### src/rtl/hrfp_pkg.sv
// hrfp_pkg: shared types, token codes and header-name tables for the http request parser
// no dependencies; imported by hrfp_core, hrfp_obuf and http_request_field_parser
`default_nettype none
package hrfp_pkg;

  typedef struct packed {
    logic [7:0] data_byte;
    logic       final_byte;
  } in_t;

  typedef struct packed {
    logic [3:0]  token_kind;
    logic [15:0] start_offset;
    logic [15:0] field_length;
    logic [30:0] number_value;
    logic        run_last;
  } out_t;

  // results produced by one byte, item 0 goes out first
  typedef struct packed {
    logic [1:0]     cnt;
    out_t [2:0]     item;
  } burst_t;

  typedef enum logic [3:0] {
    PH_METHOD, PH_PATH, PH_KEYSTART, PH_KEY, PH_VALUE, PH_LINESKIP, PH_HNAME,
    PH_HCR, PH_HSKIP, PH_HWS, PH_HNUM, PH_HSTR, PH_BODY, PH_HALT
  } phase_e;

  localparam logic [3:0] TK_METHOD = 4'd0;
  localparam logic [3:0] TK_PATH   = 4'd1;
  localparam logic [3:0] TK_KEY    = 4'd2;
  localparam logic [3:0] TK_VALUE  = 4'd3;
  localparam logic [3:0] TK_LENGTH = 4'd4;
  localparam logic [3:0] TK_HDREND = 4'd8;
  localparam logic [3:0] TK_DONE   = 4'd9;
  localparam logic [3:0] TK_ERROR  = 4'd10;

  localparam logic [30:0] LEN_MAX = 31'h7FFF_FFFF;
  localparam logic [4:0]  MAX_PARAMS_RST = 5'd16;

  localparam logic [8*15-1:0] HN_CLEN = "Content-Length:";
  localparam logic [8*13-1:0] HN_CTYP = "Content-Type:";
  localparam logic [8*14-1:0] HN_AUTH = "Authorization:";
  localparam logic [8*5-1:0]  HN_HOST = "Host:";

  function automatic logic [4:0] hlen(input logic [1:0] k);
    logic [4:0] l;
    case (k)
      2'd0: l = 5'd15;
      2'd1: l = 5'd13;
      2'd2: l = 5'd14;
      default: l = 5'd5;
    endcase
    return l;
  endfunction

  // character m of header name k; caller keeps m below the name length
  function automatic logic [7:0] hchar(input logic [1:0] k, input logic [3:0] m);
    logic [7:0] c;
    case (k)
      2'd0: c = HN_CLEN[8*(14-int'(m)) +: 8];
      2'd1: c = (m < 4'd13) ? HN_CTYP[8*(12-int'(m)) +: 8] : 8'd0;
      2'd2: c = (m < 4'd14) ? HN_AUTH[8*(13-int'(m)) +: 8] : 8'd0;
      default: c = (m < 4'd5) ? HN_HOST[8*(4-int'(m)) +: 8] : 8'd0;
    endcase
    return c;
  endfunction

  function automatic logic [1:0] first_cand(input logic [3:0] c);
    logic [1:0] k;
    if (c[0]) k = 2'd0;
    else if (c[1]) k = 2'd1;
    else if (c[2]) k = 2'd2;
    else if (c[3]) k = 2'd3;
    else k = 2'd0;
    return k;
  endfunction

  function automatic out_t mk(input logic [3:0] kind, input logic [31:0] st,
                              input logic [31:0] len, input logic [30:0] num);
    out_t o;
    o.token_kind   = kind;
    o.start_offset = st[15:0];
    o.field_length = len[15:0];
    o.number_value = num;
    o.run_last     = 1'b0;
    return o;
  endfunction

endpackage
`default_nettype wire

### src/rtl/hrfp_core.sv
// hrfp_core: parser state registers and the per-byte next-state and result logic
// depends on hrfp_pkg
`default_nettype none
module hrfp_core #(
  parameter int OFFSET_BITS = 16,
  parameter int MAX_PARAMS  = 16
) (
  input  wire logic            clk_i,
  input  wire logic            rst_ni,
  input  wire logic            take_i,
  input  wire hrfp_pkg::in_t   in_i,
  input  wire logic [4:0]      max_params_i,
  output hrfp_pkg::burst_t     burst_o
);
  import hrfp_pkg::*;

  localparam int OB  = OFFSET_BITS;
  localparam int PCW = $clog2(MAX_PARAMS + 1);
  localparam int LW  = (PCW > 5) ? PCW : 5;
  localparam logic [LW-1:0] MAXP = LW'(MAX_PARAMS);

  phase_e        ph_q, ph_d;
  logic [OB-1:0] pos_q, pos_d, ts_q, ts_d, heo_q, heo_d;
  logic [PCW-1:0] pc_q, pc_d;
  logic [3:0]    cand_q, cand_d, hmi_q, hmi_d;
  logic [30:0]   acc_q, acc_d, br_q, br_d;

  always_comb begin
    logic [7:0]    b;
    logic [OB-1:0] pos, ets, e, pos1;
    phase_e        eph;
    logic [LW-1:0] lim;
    logic [3:0]    nc;
    logic [1:0]    k;
    logic [1:0]    n;
    logic [34:0]   sum;
    logic [30:0]   brn;
    out_t [2:0]    r;
    b    = in_i.data_byte;
    pos  = pos_q;
    pos1 = pos_q + 1'b1;
    ets  = ts_q;
    eph  = ph_q;
    lim  = (LW'(max_params_i) < MAXP) ? LW'(max_params_i) : MAXP;
    nc   = '0;
    k    = '0;
    n    = '0;
    sum  = '0;
    brn  = '0;
    r    = '0;
    e    = (b == 8'h0A) ? pos1 : pos;
    ph_d = ph_q; pos_d = pos_q; heo_d = heo_q; pc_d = pc_q;
    cand_d = cand_q; hmi_d = hmi_q; acc_d = acc_q; br_d = br_q;

    // phases that hand the same byte on to the next phase
    if (ph_q == PH_KEYSTART) begin
      if (LW'(pc_q) >= lim || b == 8'h20) eph = PH_LINESKIP;
      else begin
        eph = PH_KEY;
        ets = pos;
      end
    end else if (ph_q == PH_HWS && b != 8'h20 && b != 8'h09) begin
      ets = pos;
      eph = cand_q[0] ? PH_HNUM : PH_HSTR;
    end
    ph_d = eph;
    ts_d = ets;

    case (eph)
      PH_METHOD, PH_PATH: begin
        if (eph == PH_METHOD && b == 8'h20) begin
          r[n] = mk(TK_METHOD, 32'(ets), 32'(pos - ets), '0); n = n + 1'b1;
          ts_d = pos1;
          ph_d = PH_PATH;
        end else if (eph == PH_PATH && (b == 8'h20 || b == 8'h3F)) begin
          r[n] = mk(TK_PATH, 32'(ets), 32'(pos - ets), '0); n = n + 1'b1;
          ph_d = (b == 8'h3F) ? PH_KEYSTART : PH_LINESKIP;
        end else if (b == 8'h0A) begin
          r[n] = mk(TK_ERROR, 32'(pos), '0, '0); n = n + 1'b1;
          ph_d = PH_HALT;
        end
      end
      PH_KEY, PH_VALUE: begin
        if (eph == PH_KEY && b == 8'h3D) begin
          r[n] = mk(TK_KEY, 32'(ets), 32'(pos - ets), '0); n = n + 1'b1;
          ts_d = pos1;
          ph_d = PH_VALUE;
        end else if (b == 8'h26 || b == 8'h20 || b == 8'h0A) begin
          if (eph == PH_KEY) begin
            r[n] = mk(TK_KEY, 32'(ets), 32'(e - ets), '0); n = n + 1'b1;
            r[n] = mk(TK_VALUE, 32'(e), '0, '0); n = n + 1'b1;
          end else begin
            r[n] = mk(TK_VALUE, 32'(ets), 32'(e - ets), '0); n = n + 1'b1;
          end
          pc_d = pc_q + 1'b1;
          if (b == 8'h26) ph_d = PH_KEYSTART;
          else if (b == 8'h20) ph_d = PH_LINESKIP;
          else begin
            ph_d = PH_HNAME; cand_d = 4'hF; hmi_d = '0;
          end
        end
      end
      PH_LINESKIP: begin
        if (b == 8'h0A) begin
          ph_d = PH_HNAME; cand_d = 4'hF; hmi_d = '0;
        end
      end
      PH_HNAME: begin
        if (hmi_q == 4'd0 && b == 8'h0D) ph_d = PH_HCR;
        else begin
          for (int i = 0; i < 4; i++) begin
            nc[i] = cand_q[i] && ({1'b0, hmi_q} < hlen(2'(i))) && (hchar(2'(i), hmi_q) == b);
          end
          cand_d = nc;
          if (nc == 4'd0) begin
            if (b == 8'h0A) begin
              ph_d = PH_HNAME; cand_d = 4'hF; hmi_d = '0;
            end else ph_d = PH_HSKIP;
          end else begin
            hmi_d = hmi_q + 1'b1;
            k = first_cand(nc);
            if (hlen(k) == {1'b0, hmi_q} + 5'd1) begin
              cand_d = 4'b0001 << k;
              if (k == 2'd0) acc_d = '0;
              ph_d = PH_HWS;
            end
          end
        end
      end
      PH_HCR: begin
        if (b == 8'h0A) begin
          r[n] = mk(TK_HDREND, 32'(pos - 1'b1), 32'd2, '0); n = n + 1'b1;
          heo_d = pos1;
          br_d  = acc_q;
          if (acc_q == '0) begin
            r[n] = mk(TK_DONE, 32'(pos1), 32'(pos1), '0); n = n + 1'b1;
            ph_d = PH_HALT;
          end else ph_d = PH_BODY;
        end else ph_d = PH_HSKIP;
      end
      PH_HSKIP: begin
        if (b == 8'h0A) begin
          ph_d = PH_HNAME; cand_d = 4'hF; hmi_d = '0;
        end else ph_d = PH_HSKIP;
      end
      PH_HNUM: begin
        if (b >= 8'h30 && b <= 8'h39) begin
          sum = {acc_q, 3'b000} + {2'b00, acc_q, 1'b0} + 35'(b - 8'h30);
          acc_d = (sum > 35'(LEN_MAX)) ? LEN_MAX : sum[30:0];
        end else begin
          r[n] = mk(TK_LENGTH, 32'(ets), 32'(pos - ets), acc_q); n = n + 1'b1;
          if (b == 8'h0A) begin
            ph_d = PH_HNAME; cand_d = 4'hF; hmi_d = '0;
          end else ph_d = PH_HSKIP;
        end
      end
      PH_HSTR: begin
        if (b == 8'h0D || b == 8'h0A) begin
          r[n] = mk(TK_LENGTH + 4'(first_cand(cand_q)), 32'(ets), 32'(pos - ets), '0);
          n = n + 1'b1;
          if (b == 8'h0A) begin
            ph_d = PH_HNAME; cand_d = 4'hF; hmi_d = '0;
          end else ph_d = PH_HSKIP;
        end
      end
      PH_BODY: begin
        brn  = (br_q != '0) ? br_q - 1'b1 : br_q;
        br_d = brn;
        if (brn == '0) begin
          r[n] = mk(TK_DONE, 32'(heo_q), 32'(pos1), '0); n = n + 1'b1;
          ph_d = PH_HALT;
        end
      end
      default: ;
    endcase

    if (in_i.final_byte) begin
      if (ph_d != PH_HALT) begin
        r[n] = mk(TK_ERROR, 32'(pos), '0, '0); n = n + 1'b1;
      end
      ph_d = PH_METHOD; pos_d = '0; ts_d = '0; pc_d = '0; cand_d = 4'hF;
      hmi_d = '0; acc_d = '0; br_d = '0; heo_d = '0;
    end else begin
      pos_d = pos1;
    end
    if (n != 2'd0) r[n - 1'b1].run_last = 1'b1;
    burst_o.cnt  = n;
    burst_o.item = r;
  end

  always_ff @(posedge clk_i or negedge rst_ni) begin
    if (!rst_ni) begin
      ph_q <= PH_METHOD; pos_q <= '0; ts_q <= '0; heo_q <= '0; pc_q <= '0;
      cand_q <= 4'hF; hmi_q <= '0; acc_q <= '0; br_q <= '0;
    end else if (take_i) begin
      ph_q <= ph_d; pos_q <= pos_d; ts_q <= ts_d; heo_q <= heo_d; pc_q <= pc_d;
      cand_q <= cand_d; hmi_q <= hmi_d; acc_q <= acc_d; br_q <= br_d;
    end
  end

endmodule
`default_nettype wire

### src/rtl/hrfp_obuf.sv
// hrfp_obuf: result register holding the up to three results of one byte
// depends on hrfp_pkg
`default_nettype none
module hrfp_obuf (
  input  wire logic             clk_i,
  input  wire logic             rst_ni,
  input  wire logic             load_i,
  input  wire hrfp_pkg::burst_t burst_i,
  output logic                  room_o,
  output logic                  valid_o,
  input  wire logic             ready_i,
  output hrfp_pkg::out_t        data_o
);
  import hrfp_pkg::*;

  logic [1:0]  cnt_q, cnt_d;
  out_t [2:0]  ent_q, ent_d;

  // room when the buffer is empty or drains completely in this cycle
  assign room_o  = (cnt_q == 2'd0) || (cnt_q == 2'd1 && ready_i);
  assign valid_o = (cnt_q != 2'd0);
  assign data_o  = ent_q[0];

  always_comb begin
    cnt_d = cnt_q;
    ent_d = ent_q;
    if (valid_o && ready_i) begin
      cnt_d = cnt_q - 1'b1;
      ent_d = {ent_q[2], ent_q[2:1]};
    end
    if (load_i) begin
      cnt_d = burst_i.cnt;
      ent_d = burst_i.item;
    end
  end

  always_ff @(posedge clk_i or negedge rst_ni) begin
    if (!rst_ni) cnt_q <= '0;
    else cnt_q <= cnt_d;
  end

  always_ff @(posedge clk_i) begin
    ent_q <= ent_d;
  end

endmodule
`default_nettype wire

### src/rtl/http_request_field_parser.sv
// http_request_field_parser: top level, config register, parser core and result buffer
// depends on hrfp_pkg, hrfp_core, hrfp_obuf
// One request byte per cycle while the result register has room. Each byte updates the
// parser state in the cycle it is taken and loads its zero to three results into a result
// register, which sends one result per cycle while out_ready_i is high. A byte is taken
// whenever that register is empty or empties in the same cycle, so bytes with at most one
// result run at one per cycle while results are accepted; a byte with more results holds
// the input until they drain. After a final byte the parser restarts; max_params is kept.
`default_nettype none
module http_request_field_parser #(
  parameter int OFFSET_BITS = 16,
  parameter int MAX_PARAMS  = 16
) (
  input  wire logic           clk_i,
  input  wire logic           rst_ni,
  input  wire logic           in_valid_i,
  output logic                in_ready_o,
  input  wire hrfp_pkg::in_t  in_data_i,
  output logic                out_valid_o,
  input  wire logic           out_ready_i,
  output hrfp_pkg::out_t      out_data_o,
  input  wire logic           cfg_we_i,
  input  wire logic [4:0]     cfg_wdata_i
);
  import hrfp_pkg::*;

  logic [4:0] max_params_q;
  logic       take;
  burst_t     burst;

  always_ff @(posedge clk_i or negedge rst_ni) begin
    if (!rst_ni) max_params_q <= MAX_PARAMS_RST;
    else if (cfg_we_i) max_params_q <= cfg_wdata_i;
  end

  assign take = in_valid_i && in_ready_o;

  hrfp_core #(.OFFSET_BITS(OFFSET_BITS), .MAX_PARAMS(MAX_PARAMS)) u_core (
    .clk_i, .rst_ni, .take_i(take), .in_i(in_data_i),
    .max_params_i(max_params_q), .burst_o(burst)
  );

  hrfp_obuf u_obuf (
    .clk_i, .rst_ni, .load_i(take), .burst_i(burst), .room_o(in_ready_o),
    .valid_o(out_valid_o), .ready_i(out_ready_i), .data_o(out_data_o)
  );

  a_ready_drains: assert property (@(posedge clk_i) disable iff (!rst_ni)
    in_ready_o |-> (!out_valid_o || out_ready_i))
    else $error("input taken while results remain");
  a_hold: assert property (@(posedge clk_i) disable iff (!rst_ni)
    out_valid_o && !out_ready_i |=> out_valid_o)
    else $error("result dropped");
  a_num_zero: assert property (@(posedge clk_i) disable iff (!rst_ni)
    out_valid_o && out_data_o.token_kind != TK_LENGTH |-> out_data_o.number_value == '0)
    else $error("number on non-length record");

endmodule
`default_nettype wire
### config.mk
export PLATFORM = sky130hd
export DESIGN_NAME = http_request_field_parser
export DESIGN_NICKNAME = d
export VERILOG_FILES = /design/src/rtl/hrfp_pkg.sv /design/src/rtl/hrfp_core.sv /design/src/rtl/hrfp_obuf.sv /design/src/rtl/http_request_field_parser.sv
export SDC_FILE = /design/constraint.sdc
export NUM_CORES = 1
export LEC_CHECK = 0
export ABC_CLOCK_PERIOD_IN_PS = 8200
export BUFFER_PORTS_ARGS = -buffer_cell sky130_fd_sc_hd__buf_2
export CORE_MARGIN = 2
export CORE_UTILIZATION = 40
export CTS_BUF_LIST = sky130_fd_sc_hd__clkbuf_16
export DETAILED_ROUTE_END_ITERATION = 6
export PLACE_DENSITY_LB_ADDON = 0.2
export SYNTH_ARGS = -nofsm -noshare
export SYNTH_HDL_FRONTEND = slang
export SYNTH_SLANG_ARGS = --single-unit
### constraint.sdc
create_clock -name clk_i -period 8.2 [get_ports clk_i]
set_clock_uncertainty 0.05 [all_clocks]
set_input_delay 0.82 -clock clk_i [delete_from_list [all_inputs] [get_ports clk_i]]
set_output_delay 0.82 -clock clk_i [all_outputs]
set_load 0.005 [all_outputs]
==> metrics <==
status=completed; CP max stage cell=ha_1; FF/Latch Area=7050 µm²; Leak=9.31 nW; CP required=8.50 ns; max incr delay on CP=0.72 ns; fmax=158 MHz; Total GRT Usage=0.237; WP data arrival=6.63 ns; routed len/inst=21.3 µm; number of global-route vias before repair=17,600; RSZ-0062 raised after global routing=false; asr flop ratio synth=0.521; Placer Congestion=0.915; Power Dens Cells=220 nW/µm²; Placed Cells=2,948; critical path class=register to register; Routed WL=roughly 64 mm; Synthesis Warnings=0; Clock Path Buffers=3; first-pass GRT wire length=between 100 and 150 mm; Rows=83; 1st-pass router iterations=5; Netlist cell types=102; part of the power in registers=0.391; switching share of total power=0.363; Starting DRT DRC Count=1,614; TritonCTS buffer count=31; vias per cell=6.05; Final ANT Viol Nets=0; final setup vio count=0; Die H=231 µm; multi-input logic area=12,200 µm²; setup_tns=0 ns; worst-path maximum fanout=18; grt total ovfl=0; Top FF cell, synth=dfrtp_1; most frequent cells in the layout=nand2_1, nor2_1, o21ai_0, a21oi_1, dfrtp_1; Worst-path clk slew=~0.060 ns; PostCTS Resize Cnt=0; Int Pwr=3.12 mW; Clock Power Share=0.290; Setup Fix Bufs, Post-CTS=0; Worst setup EP type=register; clk_lat worst skew=0.61 ns; hold_buf cts=0; Die Span X=231 µm; routed vias=18,200; Area growth, synth to finish=7.60%; Post-synth EDFFs=123; DRC viols=0; I/O pin count=89; Mapped Area=about 21,000 µm²; Final Hold Viols=0; fin cells=3,006; register bit count reported by yosys=257; Worst Hold Class=input pin to async pin; Initial Util=0.404; Seq/Total Area, Yosys=0.341; Buf/Inv on CP=3; die area=53,500 µm²; Buffers on Ports=88; Fill cells=5,066; Mapped Cells=2,359; Slew Limit Fails=0; Worst-Margin Slew=1.08 ns; Max VDD drop=0.000193 V; Max-cap violations=0; Slew headroom=0.277; # nets final=around 2,400; sw power=approximately 1.8 mW; cell chain of the critical path=inv_1 > ha_1 > buf_4 > nand2_1 > o221ai_1 > o221ai_1 > o21a_1 > o311ai_0 > nand4b_2 > a21o_1 > a31oi_1 > o211ai_2 > a32o_1 > a41oi_4 > a21o_1 > buf_4 > nor2_1 > a221o_1; clk sink count=257; Synth area leader=edfxtp_1; leading cell type in the layout, fill and taps excluded=nand2_1; CTS tree=yes; fin crit share=0.772; Comb power frac=0.319; Synth top area share=0.179; top cells by area, synth=edfxtp_1, dfrtp_1, ha_1; Mean Syn Cell Area=8.76 µm²; CTS H-tree lvls=1; largest delay contributor family on the critical path=compound AO/OA/AOI/OAI gates; largest net degree at the start of global routing=77; clock root buffer=clkbuf_16; n_diodes=0; min Tclk post-route=6.33 ns; startpoint types=register; Syn Nets=around 2,500; initial antenna violation count=0; total core area=51,200 µm²; HPWL after DPL=43.7 mm; layout cells sized above 1=0.104
[stage by stage]
stage,area (µm²),util,hold WS [ns],total power [mW],setup slack (ns)
final,22200,0.434,0.221,4.90,1.87
after global routing,22200,0.434,0.275,5.21,1.36
after CTS,22200,0.434,0.232,4.94,1.97
after detailed placement,21200,0.414,0.418,3.50,1.30
after global placement,21200,0.414,0.410,3.48,1.44
after floorplan,20700,-,0.399,3.11,1.00
[cell usage after synthesis (all sizes together), types with 13 or more instances]
library cell	instances
xor2	34
dfrtp	129
a221oi	20
nand2b	32
a21oi	171
fa	32
nand2	198
a22o	29
or2	13
xnor2	75
nand3	47
a21o	67
a211oi	18
nand4	18
buf	111
o211ai	21
nor4	43
o31ai	30
inv	87
nor2b	28
o22ai	28
and3	24
and2	25
or3	20
o21ai	200
a221o	34
nor3	61
mux2i	42
a31oi	25
edfxtp	123
ha	96
clkbuf	107
nor2	187
[cell type report]
cell class                      instances  share of cell area
Clock buffer                           31              0.0349
Clock inverter                         27              0.0120
Inverter                               90              0.0152
Sequential cell                       257               0.317
Multi-Input combinational cell       1794               0.549
Timing Repair Buffer                  127              0.0333
Tap cell                              680              0.0383
[power by group through the flow]
stage          Combinational, mW  Sequential, mW  Clock (mW)
2_1_floorplan               1.28            1.83           0
3_3_place_gp                1.54            1.94           0
3_5_place_dp                1.56            1.94           0
4_1_cts                     1.56            1.92        1.45
5_1_grt                     1.75            1.95        1.50
6_report                    1.56            1.92        1.42
[registers in the layout (all words and copies together) (netlist names)]
| register | cells |
|---|---|
| max_params_q | 5 |
| u_core.acc_q | 31 |
| u_core.br_q | 31 |
| u_core.cand_q | 4 |
| u_core.heo_q | 16 |
| u_core.hmi_q | 4 |
| u_core.pc_q | 5 |
| u_core.ph_q | 4 |
| u_core.pos_q | 16 |
| u_core.ts_q | 16 |
| u_obuf.cnt_q | 2 |
| u_obuf.data_o | 68 |
| u_obuf.ent_q | 55 |
[layer usage]
layer / global-route usage / up-vias / routed length [µm]
li1: - / 8560 / -
met1: 0.324 / 8913 / 28500
met2: 0.398 / 610 / 30300
met3: 0.0252 / 102 / 3720
met4: 0.0619 / 0 / 1470
met5: 0 / - / 0
[cells by family (layout without fill, tap and decap cells)]
group                    Yosys count  in the layout  share of synthesized area
flip-flops                       257            257                      0.341
AND/OR/NAND/NOR                  734            734                      0.177
XOR/XNOR                         109            109                     0.0462
AO/OA/AOI/OAI                    771            771                      0.249
multiplexers                      51             51                     0.0252
adder cells (fa/ha/maj)          128            128                     0.0891
buffers and inverters            308            275                     0.0720
other                              1              1                   0.000181
[path summary, 6_finish.rpt]
| path | depth (start not counted) | to | slack [ns] | from |
|---|---|---|---|---|
| max | 18 | u_obuf.data_o[62] | 1.87 | u_core.hmi_q[1] |
| min | 1 | u_core.acc_q[16] | 0.22 | rst_ni |
| max reg2reg | 18 | u_obuf.data_o[62] | 1.87 | u_core.hmi_q[1] |
| min reg2reg | 2 | u_core.heo_q[8] | 0.43 | u_core.heo_q[8] |
| max in group asynchronous | 2 | u_obuf.cnt_q[0] | 6.50 | rst_ni |
| min in group clk_i | 3 | max_params_q[4] | 0.39 | cfg_wdata_i[4] |
(Power assumes the default switching activity.)
